### config.mk
export PLATFORM = sky130hd
export DESIGN_NAME = descending_key_index_sorter_top_flat
export DESIGN_NICKNAME = d
export VERILOG_FILES = /design/src/rtl/dkis_pkg.sv /design/src/rtl/dkis_in_if.sv /design/src/rtl/dkis_out_if.sv /design/src/rtl/dkis_cfg.sv /design/src/rtl/descending_key_index_sorter_top.sv /design/src/flat_wrapper.sv
export SDC_FILE = /design/constraint.sdc
export NUM_CORES = 2
export LEC_CHECK = 0
export BUFFER_PORTS_ARGS = -buffer_cell sky130_fd_sc_hd__buf_2
export CAP_MARGIN = 20
export CORE_MARGIN = 2
export CORE_UTILIZATION = 42
export CTS_BUF_LIST = sky130_fd_sc_hd__clkbuf_8
export CTS_CLUSTER_DIAMETER = 120
export CTS_CLUSTER_SIZE = 12
export DETAILED_ROUTE_END_ITERATION = 7
export GPL_ROUTABILITY_DRIVEN = 0
export GPL_TIMING_DRIVEN = 1
export HOLD_SLACK_MARGIN = 0.06
export PLACE_DENSITY_LB_ADDON = 0.2
export RECOVER_POWER = 25
export SLEW_MARGIN = 15
export SYNTH_ARGS = -nofsm -noshare
export SYNTH_HDL_FRONTEND = slang
export SYNTH_MEMORY_MAX_BITS = 65536
export SYNTH_SLANG_ARGS = --single-unit
### constraint.sdc
create_clock -name clk -period 12.2 [get_ports clk]
set_input_delay 1.83 -clock clk [delete_from_list [all_inputs] [get_ports clk]]
set_output_delay 1.83 -clock clk [all_outputs]
set_load 0.02 [all_outputs]
### src/rtl/dkis_pkg.sv
// Shared types, constants and key-ordering function of the descending key index sorter.
`default_nettype none
package dkis_pkg;

	localparam int KEY_W     = 32;
	localparam int SRC_IDX_W = 6;
	localparam int LIMIT_W   = 7;
	localparam int APB_W     = 32;
	localparam int ADDR_W    = 3;

	// Word index of each configuration register (byte address 4 * index).
	localparam logic [ADDR_W-3:0] REG_SORT_LIMIT = '0;

	typedef enum logic [2:0] {
		ST_LOAD,
		ST_FETCH,
		ST_KEY,
		ST_SWEEP,
		ST_WRITE,
		ST_OUT_RD,
		ST_OUT_SHOW
	} dkis_state_t;

	// Maps a single-precision bit pattern to an unsigned rank with the same order
	// as the float value. Both zeros share one rank and every NaN ranks lowest.
	function automatic logic [KEY_W-1:0] key_rank(input logic [KEY_W-1:0] k);
		logic [KEY_W-2:0] mag;
		logic [KEY_W-1:0] r;
		mag = k[KEY_W-2:0];
		if (mag > 31'h7F80_0000) begin
			r = '0;
		end else if (mag == '0) begin
			r = 32'h8000_0000;
		end else if (k[KEY_W-1]) begin
			r = ~k;
		end else begin
			r = k | 32'h8000_0000;
		end
		return r;
	endfunction

endpackage
`default_nettype wire

### src/rtl/dkis_in_if.sv
// Record input channel: valid/ready handshake carrying one key and the group end mark.
`default_nettype none
interface dkis_in_if;
	import dkis_pkg::*;

	logic             valid;
	logic             ready;
	logic [KEY_W-1:0] pt_key;
	logic             last_item;

	modport source (output valid, output pt_key, output last_item, input ready);
	modport sink   (input valid, input pt_key, input last_item, output ready);
endinterface
`default_nettype wire

### src/rtl/dkis_out_if.sv
// Result output channel: valid/ready handshake carrying one sorted record.
`default_nettype none
interface dkis_out_if;
	import dkis_pkg::*;

	logic                 valid;
	logic                 ready;
	logic [SRC_IDX_W-1:0] source_index;
	logic [KEY_W-1:0]     sorted_key;
	logic                 last_result;
	logic                 overflow;

	modport source (output valid, output source_index, output sorted_key,
		output last_result, output overflow, input ready);
	modport sink   (input valid, input source_index, input sorted_key,
		input last_result, input overflow, output ready);
endinterface
`default_nettype wire

### src/rtl/dkis_cfg.sv
// APB register block holding the sort length limit.
`default_nettype none
module dkis_cfg (
	input  wire logic                         clk,
	input  wire logic                         arst_n,
	input  wire logic                         psel,
	input  wire logic                         penable,
	input  wire logic                         pwrite,
	input  wire logic [dkis_pkg::ADDR_W-1:0]  paddr,
	input  wire logic [dkis_pkg::APB_W-1:0]   pwdata,
	output logic      [dkis_pkg::APB_W-1:0]   prdata,
	output logic                              pready,
	output logic      [dkis_pkg::LIMIT_W-1:0] sort_limit
);
	import dkis_pkg::*;

	logic [LIMIT_W-1:0] limit_q;
	logic               hit;

	assign hit    = (paddr[ADDR_W-1:2] == REG_SORT_LIMIT);
	assign pready = 1'b1;

	always_ff @(posedge clk or negedge arst_n) begin
		if (!arst_n) begin
			limit_q <= '0;
		end else if (psel && penable && pwrite && pready && hit) begin
			limit_q <= pwdata[LIMIT_W-1:0];
		end
	end

	assign prdata     = hit ? APB_W'(limit_q) : '0;
	assign sort_limit = limit_q;
endmodule
`default_nettype wire

### src/rtl/descending_key_index_sorter_top.sv
// Top level of the descending key index sorter: record store, sort sequencer and output.
`default_nettype none
// Records enter one per cycle into the key memory until one arrives with last_item set; records
// past DEPTH are dropped and every result of that group shows overflow. The sort region (the
// sort_limit register if it lies between 1 and count-1, else the count capped at SORT_CAP) is
// then ranked: for each record of the region the sequencer sweeps the region once
// through the single read port of the key memory and counts the records that go ahead of it
// (greater float value, or equal and earlier), then writes key and arrival index to that slot of
// the sorted memory. Output then reads one memory entry per result in a read state and offers
// it in a show state until it is taken. No record is taken from the end of a group until its
// last result has left.
module descending_key_index_sorter_top #(
	parameter int DEPTH    = 64,
	parameter int SORT_CAP = 64
) (
	input  wire logic                         clk,
	input  wire logic                         arst_n,
	dkis_in_if.sink                           in_ch,
	dkis_out_if.source                        out_ch,
	input  wire logic                         psel,
	input  wire logic                         penable,
	input  wire logic                         pwrite,
	input  wire logic [dkis_pkg::ADDR_W-1:0]  paddr,
	input  wire logic [dkis_pkg::APB_W-1:0]   pwdata,
	output logic      [dkis_pkg::APB_W-1:0]   prdata,
	output logic                              pready
);
	import dkis_pkg::*;

	localparam int IDX_W = $clog2(DEPTH);
	localparam int CNT_W = $clog2(DEPTH + 1);
	localparam int CAP_W = $clog2(SORT_CAP + 1);
	localparam int CW0   = (CNT_W > LIMIT_W) ? CNT_W : LIMIT_W;
	localparam int CW    = (CW0 > CAP_W) ? CW0 : CAP_W;

	logic [LIMIT_W-1:0] sort_limit;

	dkis_cfg u_cfg (
		.clk        (clk),
		.arst_n     (arst_n),
		.psel       (psel),
		.penable    (penable),
		.pwrite     (pwrite),
		.paddr      (paddr),
		.pwdata     (pwdata),
		.prdata     (prdata),
		.pready     (pready),
		.sort_limit (sort_limit)
	);

	dkis_state_t state_q, state_d;

	logic [CNT_W-1:0] cnt_q;
	logic             drop_q;
	logic             grp_drop_q;
	logic [CNT_W-1:0] n_q;
	logic [CNT_W-1:0] region_q;
	logic [CNT_W-1:0] i_q;
	logic [CNT_W-1:0] j_q;
	logic [CNT_W-1:0] p_q;
	logic [CNT_W-1:0] pos_q;
	logic [KEY_W-1:0] key_i_q;
	logic [KEY_W-1:0] rank_i_q;

	logic [KEY_W-1:0] src_mem [DEPTH];
	logic [KEY_W-1:0] dst_key_mem [DEPTH];
	logic [IDX_W-1:0] dst_idx_mem [DEPTH];
	logic [KEY_W-1:0] src_rdata_q;
	logic [KEY_W-1:0] dst_key_q;
	logic [IDX_W-1:0] dst_idx_q;

	logic             in_fire, out_fire;
	logic             room;
	logic             src_we, dst_we;
	logic [IDX_W-1:0] src_raddr;
	logic [CNT_W-1:0] n_next;
	logic [CW-1:0]    n_w, lim_w, region_w;
	logic [KEY_W-1:0] rank_j;
	logic             ahead;
	logic             use_dst;
	logic [IDX_W-1:0] out_idx;

	assign in_fire  = in_ch.valid && in_ch.ready;
	assign out_fire = out_ch.valid && out_ch.ready;
	assign room     = (cnt_q < CNT_W'(DEPTH));
	assign n_next   = room ? cnt_q + 1'b1 : cnt_q;

	// Region length for the group that ends with the current request.
	always_comb begin
		n_w   = CW'(n_next);
		lim_w = CW'(sort_limit);
		if (lim_w != '0 && lim_w < n_w) begin
			region_w = lim_w;
		end else if (n_w < CW'(SORT_CAP)) begin
			region_w = n_w;
		end else begin
			region_w = CW'(SORT_CAP);
		end
	end

	// A record at sweep position j-1 goes ahead of record i if it ranks higher,
	// or ranks equal and arrived earlier.
	assign rank_j = key_rank(src_rdata_q);
	assign ahead  = (rank_j > rank_i_q) || ((rank_j == rank_i_q) && (j_q <= i_q));

	always_comb begin
		state_d = state_q;
		unique case (state_q)
			ST_LOAD: begin
				if (in_fire && in_ch.last_item) state_d = ST_FETCH;
			end
			ST_FETCH: state_d = ST_KEY;
			ST_KEY:   state_d = ST_SWEEP;
			ST_SWEEP: begin
				if (j_q == region_q) state_d = ST_WRITE;
			end
			ST_WRITE: begin
				if (i_q + 1'b1 == region_q) state_d = ST_OUT_RD;
				else state_d = ST_FETCH;
			end
			ST_OUT_RD: state_d = ST_OUT_SHOW;
			ST_OUT_SHOW: begin
				if (out_fire) state_d = out_ch.last_result ? ST_LOAD : ST_OUT_RD;
			end
			default: state_d = ST_LOAD;
		endcase
	end

	always_comb begin
		in_ch.ready  = 1'b0;
		out_ch.valid = 1'b0;
		src_we       = 1'b0;
		dst_we       = 1'b0;
		src_raddr    = p_q[IDX_W-1:0];
		unique case (state_q)
			ST_LOAD: begin
				in_ch.ready = 1'b1;
				src_we      = in_fire && room;
			end
			ST_FETCH:    src_raddr = i_q[IDX_W-1:0];
			ST_KEY:      src_raddr = '0;
			ST_SWEEP:    src_raddr = j_q[IDX_W-1:0];
			ST_WRITE:    dst_we = 1'b1;
			ST_OUT_RD:   src_raddr = p_q[IDX_W-1:0];
			ST_OUT_SHOW: out_ch.valid = 1'b1;
			default: ;
		endcase
	end

	always_ff @(posedge clk or negedge arst_n) begin
		if (!arst_n) begin
			state_q    <= ST_LOAD;
			cnt_q      <= '0;
			drop_q     <= 1'b0;
			grp_drop_q <= 1'b0;
			n_q        <= '0;
			region_q   <= '0;
			i_q        <= '0;
			j_q        <= '0;
			p_q        <= '0;
			pos_q      <= '0;
		end else begin
			state_q <= state_d;
			unique case (state_q)
				ST_LOAD: begin
					if (in_fire) begin
						if (in_ch.last_item) begin
							n_q        <= n_next;
							region_q   <= CNT_W'(region_w);
							grp_drop_q <= drop_q || !room;
							cnt_q      <= '0;
							drop_q     <= 1'b0;
							i_q        <= '0;
						end else begin
							cnt_q  <= n_next;
							drop_q <= drop_q || !room;
						end
					end
				end
				ST_KEY: begin
					j_q   <= CNT_W'(1);
					pos_q <= '0;
				end
				ST_SWEEP: begin
					if (ahead) pos_q <= pos_q + 1'b1;
					if (j_q != region_q) j_q <= j_q + 1'b1;
				end
				ST_WRITE: begin
					i_q <= i_q + 1'b1;
					p_q <= '0;
				end
				ST_OUT_SHOW: begin
					if (out_fire) p_q <= p_q + 1'b1;
				end
				default: ;
			endcase
		end
	end

	always_ff @(posedge clk) begin
		if (state_q == ST_KEY) begin
			key_i_q  <= src_rdata_q;
			rank_i_q <= key_rank(src_rdata_q);
		end
	end

	always_ff @(posedge clk) begin
		if (src_we) src_mem[cnt_q[IDX_W-1:0]] <= in_ch.pt_key;
		src_rdata_q <= src_mem[src_raddr];
	end

	always_ff @(posedge clk) begin
		if (dst_we) begin
			dst_key_mem[pos_q[IDX_W-1:0]] <= key_i_q;
			dst_idx_mem[pos_q[IDX_W-1:0]] <= i_q[IDX_W-1:0];
		end
		dst_key_q <= dst_key_mem[p_q[IDX_W-1:0]];
		dst_idx_q <= dst_idx_mem[p_q[IDX_W-1:0]];
	end

	// Past the sort region records leave unchanged, straight from the key memory.
	assign use_dst             = (p_q < region_q);
	assign out_idx             = use_dst ? dst_idx_q : p_q[IDX_W-1:0];
	assign out_ch.sorted_key   = use_dst ? dst_key_q : src_rdata_q;
	assign out_ch.source_index = SRC_IDX_W'(out_idx);
	assign out_ch.last_result  = (p_q == n_q - 1'b1);
	assign out_ch.overflow     = grp_drop_q;

	a_no_overlap: assert property (@(posedge clk) disable iff (!arst_n)
		!(in_ch.ready && out_ch.valid))
		else $error("input taken while a result is offered");

	a_slot_in_region: assert property (@(posedge clk) disable iff (!arst_n)
		(state_q == ST_WRITE) |-> (pos_q < region_q))
		else $error("sorted slot outside the sort region");

	a_count_bound: assert property (@(posedge clk) disable iff (!arst_n)
		(cnt_q <= CNT_W'(DEPTH)) && (region_q <= n_q))
		else $error("record count or region out of range");

	a_group_end: assert property (@(posedge clk) disable iff (!arst_n)
		(out_fire && out_ch.last_result) |=> (in_ch.ready && cnt_q == '0 && !drop_q))
		else $error("group end did not return to loading");

	a_store_mark: assert property (@(posedge clk) disable iff (!arst_n)
		(in_fire && in_ch.last_item) |=> (state_q == ST_FETCH && region_q != '0))
		else $error("group end did not start the sort");
endmodule
`default_nettype wire
### src/flat_wrapper.sv
// flat-port wrapper written by rule: the top's interface ports become plain ports
module descending_key_index_sorter_top_flat import dkis_pkg::*;
#(
	parameter int DEPTH    = 64,
	parameter int SORT_CAP = 64
)
  (clk, arst_n, psel, penable, pwrite, paddr, pwdata, prdata, pready, in_ch_valid, in_ch_pt_key, in_ch_last_item, in_ch_ready, out_ch_valid, out_ch_source_index, out_ch_sorted_key, out_ch_last_result, out_ch_overflow, out_ch_ready);
  dkis_in_if in_ch_i ();
  dkis_out_if out_ch_i ();
  input  wire logic clk;
  input  wire logic arst_n;
  input  wire logic psel;
  input  wire logic penable;
  input  wire logic pwrite;
  input  wire logic [dkis_pkg::ADDR_W-1:0] paddr;
  input  wire logic [dkis_pkg::APB_W-1:0] pwdata;
  output logic      [dkis_pkg::APB_W-1:0] prdata;
  output logic pready;
  input wire logic [$bits(in_ch_i.valid)-1:0] in_ch_valid;
  input wire logic [$bits(in_ch_i.pt_key)-1:0] in_ch_pt_key;
  input wire logic [$bits(in_ch_i.last_item)-1:0] in_ch_last_item;
  output wire logic [$bits(in_ch_i.ready)-1:0] in_ch_ready;
  output wire logic [$bits(out_ch_i.valid)-1:0] out_ch_valid;
  output wire logic [$bits(out_ch_i.source_index)-1:0] out_ch_source_index;
  output wire logic [$bits(out_ch_i.sorted_key)-1:0] out_ch_sorted_key;
  output wire logic [$bits(out_ch_i.last_result)-1:0] out_ch_last_result;
  output wire logic [$bits(out_ch_i.overflow)-1:0] out_ch_overflow;
  input wire logic [$bits(out_ch_i.ready)-1:0] out_ch_ready;
  assign in_ch_i.valid = in_ch_valid;
  assign in_ch_i.pt_key = in_ch_pt_key;
  assign in_ch_i.last_item = in_ch_last_item;
  assign in_ch_ready = in_ch_i.ready;
  assign out_ch_valid = out_ch_i.valid;
  assign out_ch_source_index = out_ch_i.source_index;
  assign out_ch_sorted_key = out_ch_i.sorted_key;
  assign out_ch_last_result = out_ch_i.last_result;
  assign out_ch_overflow = out_ch_i.overflow;
  assign out_ch_i.ready = out_ch_ready;
  descending_key_index_sorter_top #(.DEPTH(DEPTH), .SORT_CAP(SORT_CAP)) u_core (.clk(clk), .arst_n(arst_n), .in_ch(in_ch_i), .out_ch(out_ch_i), .psel(psel), .penable(penable), .pwrite(pwrite), .paddr(paddr), .pwdata(pwdata), .prdata(prdata), .pready(pready));
endmodule
==> out/metrics.cfg <==
[setup_path]
cp.arrival_ns=7.80
path_max_fanout=108
crit_required_ns=13.03
criticalPathCategory=reg2reg
critPathLaunchType=flop
cp-end-kind=flop

[timing]
hold_violations=0
fmax_ghz=0.1436
setup_ws_ns=5.236
worst_pin_slew_ns=3.478
period_share=0.5709
maxSlewViolCount=2332
fin_skew_ns=0.1119
slew_headroom=-1.318
min_period_ns=6.964
rsz0062_at_grt=no
holdWs_ns=0.4996
setup_viol=0
setup_tns_ns=0

[layout]
multiInputGateArea_um2=40170
fill_cells=36450
drive_gt1_frac=0.1784
instances_no_fill=16230
fin_nets=10370
area.growth.synth_to_final_pct=8.604
regArea_um2=139400

[logic_synthesis]
ys_seq_area_frac=0.7682
synthTopCellsByCount=edfxtp_1 (4544), nand2_1 (1628), mux4_2 (829), nand3_1 (640), nor2_1 (216)
synth_area_leaders=edfxtp_1 (75%), mux4_2 (10%), nand2_1 (3.4%), nand3_1 (1.8%), mux2i_1 (1.1%)
synth_largest_area_cell=edfxtp_1
syn_area_um2=181400
async_flop_share=0.01284
syn_inst=9976
syn_area_per_cell_um2=18.18
yosysMostFrequentCell=edfxtp_1
synth_edf_count=4544
synth_top_area_frac=0.7522
ys.flop_type=edfxtp_1
synth-seq-cells=4674
synth_warnings=0
synth_cell_type_count=72

[placed_design]
dpl.cell_count=15510
portBuffers=96
dp_slack_ns=6.289
hpwl_mm=285.6

[run]
drv_cap=36

[route]
wire_per_inst_um=31.93
via_per_inst=5.902
drtPass1Iterations=6
antenna_left=0
vias=95780
drt_iter0_markers=12240
drc_errors=0
wirelength_mm=518.1

[clock_network]
path_clk_slew_ns=0.09
clkLatencyLatePin_ns=1.19
cts-root-buf=clkbuf_8
cts_buffers=429
cts_buffer_depth=4
cts_tree=yes
cts-htree-levels=5
ctsHoldBuffers=0
cts_resized=0
cts_num_sinks=4674
postCtsSetupBuffers=0

[global_route]
antenna_found_initial=34
grt_max_degree=163
gr-total-overflow=0
grt_usage=0.2333
grt_pass1_wl_mm=721.5
grt_pass1_vias=94060

[hold_path]
min_path_type=reg2reg

[power_and_ir_drop]
leakagePower_nw=62.57
power_density_nw_per_um2=205.6
ir_drop_v=0.0002806

[floorplan]
die_area_um2=437200
die_x_um=661.2
coreArea_um2=430600
core.rowCount=241
fp.dieH_um=661.2
ios=150
start_util=0.4213

[run_status]
status=complete, but fails checks
violations=capacitance limit, slew limit

==> cell type report <==
class / count / area share
Clock buffer: 438 / 0.03060
Sequential cell: 4674 / 0.7075
Clock inverter: 255 / 0.005519
Timing Repair Buffer: 400 / 0.01484
Antenna cell: 19 / 0.0002413
Tap cell: 5710 / 0.03626
Multi-Input combinational cell: 4674 / 0.2039
Inverter: 59 / 0.001130
==> registers in the layout, indices dropped and copies added (netlist names), 32 cells and up <==
signal,cells
u_core.dst_key_mem,2048
u_core.dst_key_q,32
u_core.rank_i_q,32
u_core.key_i_q,32
u_core.dst_idx_mem,384
u_core.src_mem,2048
u_core.src_rdata_q,32
==> layout by cell type, fill, tap and decap left out, types with 40 or more instances in the layout <==
cell type and count:
dfrtp_1 51, mux4_2 829, clkbuf_8 438, a311oi_1 57, nand3_1 640, mux2_2 49, o22ai_1 73, a21oi_1 152
edfxtp_1 4544, xnor2_1 52, mux2i_1 205, inv_1 291, ha_1 57, o21ai_0 97, buf_4 262, buf_2 78
nand2_1 1628, and3_1 97, nor2_1 82, a31oi_1 107, nand4_1 66, clkbuf_1 40, dfxtp_1 69, nor2_4 134
==> worst max-delay path: stages (launching register included) <==
cell	delay (ns)
dfrtp_2	0.34
clkbuf_1	2.02
mux2_2	0.52
a22o_4	0.65
buf_12	0.54
buf_4	0.71
nand3_1	0.17
nand3_1	0.17
a21oi_1	0.09
nor4_1	0.62
nand4_1	0.64
==> final timing paths <==
path / cells after the start / end / slack, ns / start
worst max-delay path: 10 / u_core.src_rdata_q[6]$_DFF_P_ / 5.24 / u_core.i_q[0]$_DFFE_PN0P_
worst min-delay path: 2 / u_core.i_q[6]$_DFFE_PN0P_ / 0.50 / u_core.i_q[6]$_DFFE_PN0P_
worst max register to register: 10 / u_core.src_rdata_q[6]$_DFF_P_ / 5.24 / u_core.i_q[0]$_DFFE_PN0P_
worst min register to register: 2 / u_core.i_q[6]$_DFFE_PN0P_ / 0.50 / u_core.i_q[6]$_DFFE_PN0P_
max in group asynchronous: 2 / u_core.p_q[0]$_DFFE_PN0P_ / 10.68 / arst_n
min in group asynchronous: 2 / u_core.drop_q$_DFFE_PN0P_ / 0.87 / arst_n
==> metal layers <==
layer  part of all wire  track usage  up-vias
met4              0.041      0.08403        8
met2               0.48       0.3831     4309
met5           0.000093            0        -
met1               0.40       0.3209    50860
li1                   -            -    39740
met3              0.075      0.03079      870
==> logic make-up after synthesis <==
kind of cell / Yosys count / synth area share
fa+ha+maj: 57 / 0.003932
mux: 1086 / 0.1175
flops: 4674 / 0.7682
xor+xnor: 74 / 0.003573
buf+inv: 652 / 0.01667
compound gates: 649 / 0.02356
other cells: 2 / 0.00004140
simple gates: 2782 / 0.06648
==> metrics by stage <==
step,util,cell area [um2],total power (W)
after global placement,0.4406,189700,0.03200
after global routing,0.4575,197000,0.04213
after detailed placement,0.4408,189800,0.03224
final,0.4575,197000,0.04050
after CTS,0.4573,196900,0.04065
after floorplan,-,181500,0.02778
==> where the power goes <==
group	switching [W]	internal (W)	total, W
Combinational	0.00807	0.00440	0.0125
Sequential	0.000554	0.0189	0.0195
Clock	0.00524	0.00331	0.00855
No activity file was read; power rests on OpenSTA's default activity.
